**src/sv/vault_header_parser_assert.svh**
```systemverilog
// Assertion macros shared by the vault header parser modules.
// Expects i_clk and i_rst_n in the including module's scope.
`ifndef VAULT_HEADER_PARSER_ASSERT_SVH
`define VAULT_HEADER_PARSER_ASSERT_SVH

// same-cycle implication
`define VHP_ASSERT_NOW(lbl, ante, cons, msg) \
    lbl: assert property (@(posedge i_clk) disable iff (!i_rst_n) (ante) |-> (cons)) \
        else $error(msg);

// next-cycle implication
`define VHP_ASSERT_NEXT(lbl, ante, cons, msg) \
    lbl: assert property (@(posedge i_clk) disable iff (!i_rst_n) (ante) |=> (cons)) \
        else $error(msg);

`endif

```
**src/sv/vhp_pkg.sv**
```systemverilog
// Types and constants for the vault header parser.
// No dependencies.
package vhp_pkg;

    localparam int unsigned DATA_W  = 8;
    localparam int unsigned ACC_W   = 64;
    localparam int unsigned STAT_W  = 4;
    localparam int unsigned KIND_W  = 3;
    localparam int unsigned INDEX_W = 4;
    localparam int unsigned CIDX_W  = 2;
    localparam int unsigned CDATA_W = 41;

    localparam logic [31:0] MAGIC_WORD = 32'h4B4C_4549;

    // header byte positions that do not depend on salt and nonce sizes
    localparam int unsigned POS_MAGIC_END = 3;
    localparam int unsigned POS_VER_HI    = 4;
    localparam int unsigned POS_VERSION   = 5;
    localparam int unsigned POS_KDF       = 6;
    localparam int unsigned POS_OPS_FIRST = 7;
    localparam int unsigned POS_OPS       = 14;
    localparam int unsigned POS_MEM_FIRST = 15;
    localparam int unsigned POS_MEM       = 22;
    localparam int unsigned POS_PAR_FIRST = 23;
    localparam int unsigned POS_PAR       = 26;
    localparam int unsigned POS_SALT_LEN  = 27;
    localparam int unsigned POS_SALT0     = 28;

    localparam logic [STAT_W-1:0] ST_HEADER    = 4'd0;
    localparam logic [STAT_W-1:0] ST_ACCEPTED  = 4'd1;
    localparam logic [STAT_W-1:0] ST_PAYLOAD   = 4'd2;
    localparam logic [STAT_W-1:0] ST_BAD_MAGIC = 4'd3;
    localparam logic [STAT_W-1:0] ST_BAD_VER   = 4'd4;
    localparam logic [STAT_W-1:0] ST_BAD_KDF   = 4'd5;
    localparam logic [STAT_W-1:0] ST_BAD_OPS   = 4'd6;
    localparam logic [STAT_W-1:0] ST_BAD_MEM   = 4'd7;
    localparam logic [STAT_W-1:0] ST_BAD_PAR   = 4'd8;
    localparam logic [STAT_W-1:0] ST_BAD_SALT  = 4'd9;
    localparam logic [STAT_W-1:0] ST_BAD_NONCE = 4'd10;
    localparam logic [STAT_W-1:0] ST_TRUNC     = 4'd11;
    localparam logic [STAT_W-1:0] ST_IGNORED   = 4'd12;

    localparam logic [KIND_W-1:0] FK_NONE    = 3'd0;
    localparam logic [KIND_W-1:0] FK_VERSION = 3'd1;
    localparam logic [KIND_W-1:0] FK_KDF     = 3'd2;
    localparam logic [KIND_W-1:0] FK_OPS     = 3'd3;
    localparam logic [KIND_W-1:0] FK_MEMORY  = 3'd4;
    localparam logic [KIND_W-1:0] FK_PAR     = 3'd5;
    localparam logic [KIND_W-1:0] FK_SALT    = 3'd6;
    localparam logic [KIND_W-1:0] FK_NONCE   = 3'd7;

    localparam logic [CIDX_W-1:0] CFG_OPS_MIN = 2'd0;
    localparam logic [CIDX_W-1:0] CFG_MEM_MIN = 2'd1;
    localparam logic [CIDX_W-1:0] CFG_MEM_MAX = 2'd2;
    localparam logic [CIDX_W-1:0] CFG_PAR_MAX = 2'd3;

    localparam logic [31:0] RST_OPS_MIN = 32'd1;
    localparam logic [30:0] RST_MEM_MIN = 31'd8192;
    localparam logic [40:0] RST_MEM_MAX = 41'd1 << 30;
    localparam logic [7:0]  RST_PAR_MAX = 8'd16;

    typedef enum logic [1:0] {
        PH_HEADER  = 2'd0,
        PH_FAILED  = 2'd1,
        PH_PAYLOAD = 2'd2
    } t_phase;

    typedef struct packed {
        logic [31:0] ops_min;
        logic [30:0] mem_min;
        logic [40:0] mem_max;
        logic [7:0]  par_max;
    } t_cfg;

    typedef struct packed {
        logic [STAT_W-1:0]  status;
        logic [KIND_W-1:0]  kind;
        logic [ACC_W-1:0]   value;
        logic [INDEX_W-1:0] index;
    } t_result;

endpackage

```
**src/sv/vhp_check.sv**
```systemverilog
// Header parse state and the per-byte field check.
// Depends on vhp_pkg and vault_header_parser_assert.svh.
`include "vault_header_parser_assert.svh"

module vhp_check
    import vhp_pkg::*;
#(
    parameter int unsigned SALT_BYTES  = 16,
    parameter int unsigned NONCE_BYTES = 12
) (
    input  logic              i_clk,
    input  logic              i_rst_n,
    input  logic              i_fire,
    input  logic [DATA_W-1:0] i_data_byte,
    input  logic              i_sof,
    input  logic              i_eof,
    input  t_cfg              i_cfg,
    output t_result           o_result
);

    localparam int unsigned NONCE_LEN_I = POS_SALT0 + SALT_BYTES;
    localparam int unsigned NONCE0_I    = NONCE_LEN_I + 1;
    localparam int unsigned LAST_I      = NONCE0_I + NONCE_BYTES - 1;
    localparam int unsigned POS_W       = $clog2(LAST_I + 1);

    localparam logic [POS_W-1:0] LP_MAGIC_END = POS_W'(POS_MAGIC_END);
    localparam logic [POS_W-1:0] LP_VER_HI    = POS_W'(POS_VER_HI);
    localparam logic [POS_W-1:0] LP_VERSION   = POS_W'(POS_VERSION);
    localparam logic [POS_W-1:0] LP_KDF       = POS_W'(POS_KDF);
    localparam logic [POS_W-1:0] LP_OPS_FIRST = POS_W'(POS_OPS_FIRST);
    localparam logic [POS_W-1:0] LP_OPS       = POS_W'(POS_OPS);
    localparam logic [POS_W-1:0] LP_MEM_FIRST = POS_W'(POS_MEM_FIRST);
    localparam logic [POS_W-1:0] LP_MEM       = POS_W'(POS_MEM);
    localparam logic [POS_W-1:0] LP_PAR_FIRST = POS_W'(POS_PAR_FIRST);
    localparam logic [POS_W-1:0] LP_PAR       = POS_W'(POS_PAR);
    localparam logic [POS_W-1:0] LP_SALT_LEN  = POS_W'(POS_SALT_LEN);
    localparam logic [POS_W-1:0] LP_SALT0     = POS_W'(POS_SALT0);
    localparam logic [POS_W-1:0] LP_NONCE_LEN = POS_W'(NONCE_LEN_I);
    localparam logic [POS_W-1:0] LP_NONCE0    = POS_W'(NONCE0_I);
    localparam logic [POS_W-1:0] LP_LAST      = POS_W'(LAST_I);

    localparam logic [DATA_W-1:0] SALT_LEN_B  = DATA_W'(SALT_BYTES);
    localparam logic [DATA_W-1:0] NONCE_LEN_B = DATA_W'(NONCE_BYTES);

    logic [POS_W-1:0] r_pos;
    logic [POS_W-1:0] n_pos;
    logic [ACC_W-1:0] r_acc;
    logic [ACC_W-1:0] n_acc;
    t_phase           r_phase;
    t_phase           n_phase;

    t_phase           eff_phase;
    logic [POS_W-1:0] pos;
    logic [ACC_W-1:0] acc_old;
    logic [ACC_W-1:0] acc;
    logic [POS_W-1:0] salt_off;
    logic [POS_W-1:0] nonce_off;
    logic             mid_field;
    logic             done;
    logic             last;
    t_result          res;

    // result for the byte in flight
    always_comb begin
        eff_phase = i_sof ? PH_HEADER : r_phase;
        pos       = i_sof ? '0 : r_pos;
        acc_old   = i_sof ? '0 : r_acc;
        acc       = {acc_old[ACC_W-DATA_W-1:0], i_data_byte};
        salt_off  = pos - LP_SALT0;
        nonce_off = pos - LP_NONCE0;
        mid_field = (pos < LP_MAGIC_END) || (pos == LP_VER_HI)
                 || (pos >= LP_OPS_FIRST && pos < LP_OPS)
                 || (pos >= LP_MEM_FIRST && pos < LP_MEM)
                 || (pos >= LP_PAR_FIRST && pos < LP_PAR);
        res       = '0;
        done      = 1'b1;
        last      = 1'b0;
        unique case (eff_phase)
            PH_FAILED: begin
                res.status = ST_IGNORED;
            end
            PH_PAYLOAD: begin
                res.status = ST_PAYLOAD;
            end
            PH_HEADER: begin
                if (mid_field) begin
                    done = 1'b0;
                end else if (pos == LP_MAGIC_END) begin
                    if (acc[31:0] != MAGIC_WORD) res.status = ST_BAD_MAGIC;
                end else if (pos == LP_VERSION) begin
                    res.kind  = FK_VERSION;
                    res.value = {48'd0, acc[15:0]};
                    if (acc[15:0] != 16'd1) res.status = ST_BAD_VER;
                end else if (pos == LP_KDF) begin
                    res.kind  = FK_KDF;
                    res.value = {56'd0, i_data_byte};
                    if (i_data_byte != 8'd1) res.status = ST_BAD_KDF;
                end else if (pos == LP_OPS) begin
                    res.kind  = FK_OPS;
                    res.value = acc;
                    if (acc < {32'd0, i_cfg.ops_min}) res.status = ST_BAD_OPS;
                end else if (pos == LP_MEM) begin
                    res.kind  = FK_MEMORY;
                    res.value = acc;
                    if (acc < {33'd0, i_cfg.mem_min} || acc > {23'd0, i_cfg.mem_max}) begin
                        res.status = ST_BAD_MEM;
                    end
                end else if (pos == LP_PAR) begin
                    res.kind  = FK_PAR;
                    res.value = {32'd0, acc[31:0]};
                    if (acc[31:0] == 32'd0 || acc[31:0] > {24'd0, i_cfg.par_max}) begin
                        res.status = ST_BAD_PAR;
                    end
                end else if (pos == LP_SALT_LEN) begin
                    if (i_data_byte != SALT_LEN_B) res.status = ST_BAD_SALT;
                end else if (pos < LP_NONCE_LEN) begin
                    res.kind  = FK_SALT;
                    res.value = {56'd0, i_data_byte};
                    res.index = salt_off[INDEX_W-1:0];
                end else if (pos == LP_NONCE_LEN) begin
                    if (i_data_byte != NONCE_LEN_B) res.status = ST_BAD_NONCE;
                end else begin
                    res.kind  = FK_NONCE;
                    res.value = {56'd0, i_data_byte};
                    res.index = nonce_off[INDEX_W-1:0];
                    last      = (pos >= LP_LAST);
                end
                if (res.status == ST_HEADER) begin
                    if (last) begin
                        res.status = ST_ACCEPTED;
                    end else if (i_eof) begin
                        res.status = ST_TRUNC;
                    end
                end
            end
            default: begin
                res.status = ST_IGNORED;
            end
        endcase
    end

    // next parse state
    always_comb begin
        n_pos   = r_pos;
        n_acc   = r_acc;
        n_phase = r_phase;
        if (eff_phase == PH_HEADER) begin
            n_acc   = done ? '0 : acc;
            n_pos   = pos;
            n_phase = PH_HEADER;
            if (res.status == ST_ACCEPTED) begin
                n_phase = PH_PAYLOAD;
            end else if (res.status != ST_HEADER) begin
                n_phase = PH_FAILED;
            end else begin
                n_pos = pos + POS_W'(1);
            end
        end
    end

    always_ff @(posedge i_clk) begin
        if (!i_rst_n) begin
            r_pos   <= '0;
            r_acc   <= '0;
            r_phase <= PH_HEADER;
        end else if (i_fire) begin
            r_pos   <= n_pos;
            r_acc   <= n_acc;
            r_phase <= n_phase;
        end
    end

    assign o_result = res;

    `VHP_ASSERT_NOW(a_pos_in_header, 1'b1, r_pos <= LP_LAST, "header position overran")
    `VHP_ASSERT_NEXT(a_payload_holds, i_fire && eff_phase == PH_PAYLOAD,
        r_phase == PH_PAYLOAD, "payload phase left without start of file")
    `VHP_ASSERT_NEXT(a_trunc_fails, i_fire && res.status == ST_TRUNC,
        r_phase == PH_FAILED, "truncation did not latch failure")

endmodule

```
**src/sv/vhp_out_buf.sv**
```systemverilog
// Two-entry result buffer between the check stage and the output channel.
// Depends on vhp_pkg and vault_header_parser_assert.svh.
`include "vault_header_parser_assert.svh"

module vhp_out_buf
    import vhp_pkg::*;
(
    input  logic    i_clk,
    input  logic    i_rst_n,
    input  logic    i_push,
    input  t_result i_data,
    output logic    o_full,
    output logic    o_valid,
    input  logic    i_stall,
    output t_result o_data
);

    t_result     r_mem [2];
    logic        r_wr_ptr;
    logic        r_rd_ptr;
    logic [1:0]  r_count;
    logic [1:0]  n_count;
    logic        pop;

    assign pop     = (r_count != 2'd0) && !i_stall;
    assign o_valid = (r_count != 2'd0);
    assign o_full  = (r_count == 2'd2);
    assign o_data  = r_mem[r_rd_ptr];

    always_comb begin
        n_count = r_count;
        if (i_push && !pop) begin
            n_count = r_count + 2'd1;
        end else if (pop && !i_push) begin
            n_count = r_count - 2'd1;
        end
    end

    always_ff @(posedge i_clk) begin
        if (!i_rst_n) begin
            r_wr_ptr <= 1'b0;
            r_rd_ptr <= 1'b0;
            r_count  <= 2'd0;
        end else begin
            r_count <= n_count;
            if (i_push) r_wr_ptr <= ~r_wr_ptr;
            if (pop) r_rd_ptr <= ~r_rd_ptr;
        end
    end

    always_ff @(posedge i_clk) begin
        if (i_push) r_mem[r_wr_ptr] <= i_data;
    end

    `VHP_ASSERT_NOW(a_count_range, 1'b1, r_count <= 2'd2, "buffer count out of range")
    `VHP_ASSERT_NOW(a_no_overflow, i_push, r_count != 2'd2, "push into full buffer")
    `VHP_ASSERT_NEXT(a_drain, pop && !i_push, r_count == $past(r_count) - 2'd1,
        "transfer out did not drain an entry")

endmodule

```
**src/sv/vault_header_parser.sv**
```systemverilog
// Vault file header parser. Takes one file byte per transfer and returns one result per
// byte, offered after it passes the input register and the result buffer. Sustained rate
// is one byte per clock while o_in_stall is low, set by the combinational field check
// between the input register and the two-entry result buffer; o_in_stall rises only while
// that buffer is full and a byte is waiting in the input register. Configuration is to be
// written through the cfg port only while no byte is in flight, which the block does not
// enforce; o_cfg_ready is always high. Depends on vhp_pkg, vhp_check and vhp_out_buf.
module vault_header_parser
    import vhp_pkg::*;
#(
    parameter int unsigned SALT_BYTES  = 16,
    parameter int unsigned NONCE_BYTES = 12
) (
    input  logic               i_clk,
    input  logic               i_rst_n,
    input  logic               i_in_valid,
    output logic               o_in_stall,
    input  logic [DATA_W-1:0]  i_data_byte,
    input  logic               i_start_of_file,
    input  logic               i_end_of_file,
    output logic               o_out_valid,
    input  logic               i_out_stall,
    output logic [STAT_W-1:0]  o_status,
    output logic [KIND_W-1:0]  o_field_kind,
    output logic [ACC_W-1:0]   o_field_value,
    output logic [INDEX_W-1:0] o_field_index,
    input  logic               i_cfg_valid,
    output logic               o_cfg_ready,
    input  logic [CIDX_W-1:0]  i_cfg_index,
    input  logic [CDATA_W-1:0] i_cfg_data
);

    t_cfg              r_cfg;
    logic              r_in_valid;
    logic [DATA_W-1:0] r_in_byte;
    logic              r_in_sof;
    logic              r_in_eof;
    logic              in_fire;
    logic              advance;
    logic              buf_full;
    t_result           check_res;
    t_result           out_res;

    assign o_cfg_ready = 1'b1;
    assign o_in_stall  = r_in_valid && buf_full;
    assign in_fire     = i_in_valid && !o_in_stall;
    assign advance     = r_in_valid && !buf_full;

    always_ff @(posedge i_clk) begin
        if (!i_rst_n) begin
            r_cfg.ops_min <= RST_OPS_MIN;
            r_cfg.mem_min <= RST_MEM_MIN;
            r_cfg.mem_max <= RST_MEM_MAX;
            r_cfg.par_max <= RST_PAR_MAX;
        end else if (i_cfg_valid && o_cfg_ready) begin
            unique case (i_cfg_index)
                CFG_OPS_MIN: r_cfg.ops_min <= i_cfg_data[31:0];
                CFG_MEM_MIN: r_cfg.mem_min <= i_cfg_data[30:0];
                CFG_MEM_MAX: r_cfg.mem_max <= i_cfg_data[40:0];
                CFG_PAR_MAX: r_cfg.par_max <= i_cfg_data[7:0];
            endcase
        end
    end

    always_ff @(posedge i_clk) begin
        if (!i_rst_n) begin
            r_in_valid <= 1'b0;
        end else if (in_fire) begin
            r_in_valid <= 1'b1;
        end else if (advance) begin
            r_in_valid <= 1'b0;
        end
    end

    always_ff @(posedge i_clk) begin
        if (in_fire) begin
            r_in_byte <= i_data_byte;
            r_in_sof  <= i_start_of_file;
            r_in_eof  <= i_end_of_file;
        end
    end

    vhp_check #(
        .SALT_BYTES  (SALT_BYTES),
        .NONCE_BYTES (NONCE_BYTES)
    ) u_check (
        .i_clk       (i_clk),
        .i_rst_n     (i_rst_n),
        .i_fire      (advance),
        .i_data_byte (r_in_byte),
        .i_sof       (r_in_sof),
        .i_eof       (r_in_eof),
        .i_cfg       (r_cfg),
        .o_result    (check_res)
    );

    vhp_out_buf u_out_buf (
        .i_clk   (i_clk),
        .i_rst_n (i_rst_n),
        .i_push  (advance),
        .i_data  (check_res),
        .o_full  (buf_full),
        .o_valid (o_out_valid),
        .i_stall (i_out_stall),
        .o_data  (out_res)
    );

    assign o_status      = out_res.status;
    assign o_field_kind  = out_res.kind;
    assign o_field_value = out_res.value;
    assign o_field_index = out_res.index;

endmodule
```
**config.mk**
```make
export PLATFORM = sky130hd
export DESIGN_NAME = vault_header_parser
export DESIGN_NICKNAME = d
export VERILOG_FILES = /design/src/sv/vhp_pkg.sv /design/src/sv/vhp_check.sv /design/src/sv/vhp_out_buf.sv /design/src/sv/vault_header_parser.sv
export VERILOG_INCLUDE_DIRS = /design/src /design/src/sv
export SDC_FILE = /design/constraint.sdc
export NUM_CORES = 1
export LEC_CHECK = 0
export BUFFER_PORTS_ARGS = -buffer_cell sky130_fd_sc_hd__buf_2
export CAP_MARGIN = 30
export CORE_MARGIN = 5
export CORE_UTILIZATION = 60
export DETAILED_ROUTE_END_ITERATION = 8
export PLACE_DENSITY = 0.8
export SLEW_MARGIN = 0
export SYNTH_ARGS = -nofsm -noshare
export SYNTH_HDL_FRONTEND = slang
export SYNTH_SLANG_ARGS = --single-unit
```
**constraint.sdc**
```tcl
create_clock -name i_clk -period 12.89 [get_ports i_clk]
set_input_delay 1.289 -clock i_clk [delete_from_list [all_inputs] [get_ports i_clk]]
set_output_delay 1.289 -clock i_clk [all_outputs]
set_load 0.005 [all_outputs]
```
==> impl_metrics.yaml <==
timing:
  fmax_ghz: 0.210
  fin_crit_sh_pct: 36.9
  fin_skew_ns: 0.0239
  finalSetupViolations: 0
  max_slew_margin_pct: 33.6
  slew_violations: 0
  worst_pin_slew_ns: 0.996
  finalCriticalPeriod_ns: 4.76
  finalSetupTns_ns: 0
  rsz0062_at_grt: "no"
  hold_viol_final: 0
detailed_routing:
  wl_per_cell_um: 18.6
  drt_iter0_drc: 1320
  firstDrtPassIters: 6
  num_vias: 13400
  avgViaCountPerCell: 5.92
  ant_nets: 0
  drc: 0
  postRouteWirelength_mm: 42.0
placement:
  gp_congestion: 0.929
  port_buffers: 134
  dp_hpwl_mm: 28.7
final_layout:
  nFillCells: 2204
  multi_input_area_mm2: 0.00762
  synthToLayoutAreaGrowth_pct: 12.9
  seqCellArea_mm2: 0.00845
  fin_nets: 2019
  layout-drive-gt1-share_pct: 16.4
  insertedDiodeCount: 0
power:
  p_leak_nw: 7.17
  p_per_area_mw_per_mm2: 144
  p_sw_share_pct: 26.2
  pwr-share-seq_pct: 45.3
  pwr-share-comb_pct: 17.0
  intPower_mw: 2.02
  p_sw_mw: 0.717
  clockPowerShare_pct: 37.7
  ir_drop_v: 0.000109
  power_mw: 2.74
die:
  die_h_um: 178
  rows: 61
  initial_utilization_pct: 60.7
  die_x_um: 178
  die_area_mm2: 0.0315
  io_pins: 136
  core_mm2: 0.0278
clock_tree:
  post_cts_buffers: 0
  ctsResizeCount: 0
  cts_tree: "done"
  root_buffer: "clkbuf_16"
  numCtsBuffers: 37
  clk-insertion-delay-late_ns: 0.53
  h-tree-depth: 2
  clockBufferDepth: 3
  cts_num_sinks: 342
  ctsHoldBuffers: 0
  clkTransAtPathRegs_ns: 0.06
worst_hold_path:
  hold_depth: 2
  hp-class: "register to register"
setup_path:
  worstPathArrival_ns: 5.19
  r2r_cells: 15
  crit_chain: "buf_4 > inv_2 > nand2_1 > inv_1 > ha_1 > and3_1 > a221o_1 > a221oi_1 > nand2_1 > nand4_1 > nand3_1 > or2_2 > a31o_1 > or4_1 > a31oi_1"
  crit_slowest_cell: "buf_4"
  worst_setup_path_start_kind: "register"
  slowest_delay_ns: 0.57
  endpoint_kind: "register"
  crit_top_cell: "nand2_1"
  crit_fanout: 70
  crit_required_ns: 13.32
  path_class: "register to register"
logic_synthesis:
  synth_top_area_share_pct: 28.5
  synth_cell_types: 73
  synthArstFlopShare_pct: 0
  syn_nets: 1919
  synth_most_common_cell: "nand2_1"
  yosys-top-cells-count: "nand2_1, a21oi_1, dfxtp_1"
  ys_warn_count: 0
  synth-seq-cells: 342
  synth.largest_area_cell: "edfxtp_1"
  synth_area_mm2: 0.0169
  avgSynthCellArea_um2: 9.62
  synth_flop_cell: "dfxtp_1"
  synth_area_leaders: "edfxtp_1, dfxtp_1, ha_1"
  synth_edf_count: 160
  netlist_instances: 1752
  ys_seq_area_share_pct: 50.1
global_routing:
  grt_max_degree: 95
  grt_usage_pct: 26.0
  grt_pass1_wl_mm: 66.3
  antenna_found_initial: 0
  first_global_vias: 12600
  grt_overflow: 0
job:
  maxCapViolCount: 0
run_status:
  status: "completed"
kinds of logic (layout without fill, tap and decap cells):
kind of cell	after synthesis	in the layout	share of synthesized area, %
simple gates	665	665	19.0
flops	342	342	50.1
compound gates	331	331	11.8
buf+inv	208	336	4.79
fa+ha+maj	112	112	8.27
mux	79	79	5.25
xor+xnor	14	14	0.728
other cells	1	1	0.0223
power by group through the flow:
stage	combinational, mW	clock (mW)	sequential, mW
4_1_cts	0.462	1.05	1.24
5_1_grt	0.508	1.09	1.24
3_5_place_dp	0.458	0	1.26
3_3_place_gp	0.447	0	1.26
6_report	0.466	1.03	1.24
2_1_floorplan	0.296	0	1.25
path summary, 6_finish.rpt:
kind,startpoint,endpoint,slack (ns)
hold reg to reg,r_cfg[85]$_SDFFE_PN0P_,r_cfg[85]$_SDFFE_PN0P_,0.45
setup / recovery,r_in_sof$_DFFE_PP_,u_check.r_pos[1]$_SDFFE_PN0P_,8.13
hold / removal,r_cfg[85]$_SDFFE_PN0P_,r_cfg[85]$_SDFFE_PN0P_,0.45
setup reg to reg,r_in_sof$_DFFE_PP_,u_check.r_pos[1]$_SDFFE_PN0P_,8.13
cell usage in the layout, fill, tap and decap left out, drive strengths merged, types with 14 or more instances in the layout:
cell type and n:
inv 120, nor2 74, nor3b 23, nand4 18
nor2b 38, clkbuf 53, o21ai 24, nand3 64
nor4 17, nand2b 14, a21o 16, ha 109
nand2 312, a21oi 190, nor3 17, and2 43
edfxtp 160, a22oi 21, buf 150, mux2 75
dfxtp 182
metrics by stage:
stage | instances | area (um2) | util (%) | worst slack (ns) | hold WS, ns
floorplan | 1752 | 16900 | - | 8.52 | 0.436
global placement | 2187 | 17800 | 63.9 | 8.35 | 0.443
detailed placement | 2189 | 17800 | 64.0 | 8.25 | 0.448
CTS | 2256 | 19000 | 68.3 | 8.21 | 0.456
global route | 2258 | 19000 | 68.5 | 7.86 | 0.471
finish | 2258 | 19000 | 68.5 | 8.13 | 0.454
final cells by class:
cell class              count  share of cell area [%]
flip-flops and latches    342                    44.4
multi-input cells        1202                    40.0
clock buffers              53                    5.50
repair buffers            150                    4.43
well taps                 378                    2.49
inverters                 119                    2.36
clock inverters            14                   0.769
routing by layer:
metal / share of wire, % / GRT usage (%) / wire [um] / vias up
li1: - / - / - / 6360
met1: 43 / 36.7 / 18200 / 6382
met2: 47 / 42.3 / 19600 / 530
met3: 7.7 / 3.96 / 3230 / 86
met4: 2.2 / 6.64 / 943 / 0
met5: 0 / 0 / 0 / -
worst max-delay path, delay by kind of cell (launching register included):
family	cells	cell delay, ns
AOI/OAI and AO/OA	4	1.34
buffers and inverters	3	0.97
DFF	1	0.35
adders and majority gates	1	0.32
and+or+nand+nor	7	1.65
sequential cells by signal (all words and copies together) (netlist names), named ones only:
register            count
u_out_buf.r_mem       150
r_cfg                 112
u_check.r_acc          56
r_in_byte               8
u_check.r_pos           6
u_check.r_phase         2
u_out_buf.r_count       2
r_in_eof                1
r_in_sof                1
r_in_valid              1
u_out_buf.r_rd_ptr      1
u_out_buf.r_wr_ptr      1
No activity file was read; power rests on OpenSTA's default activity.
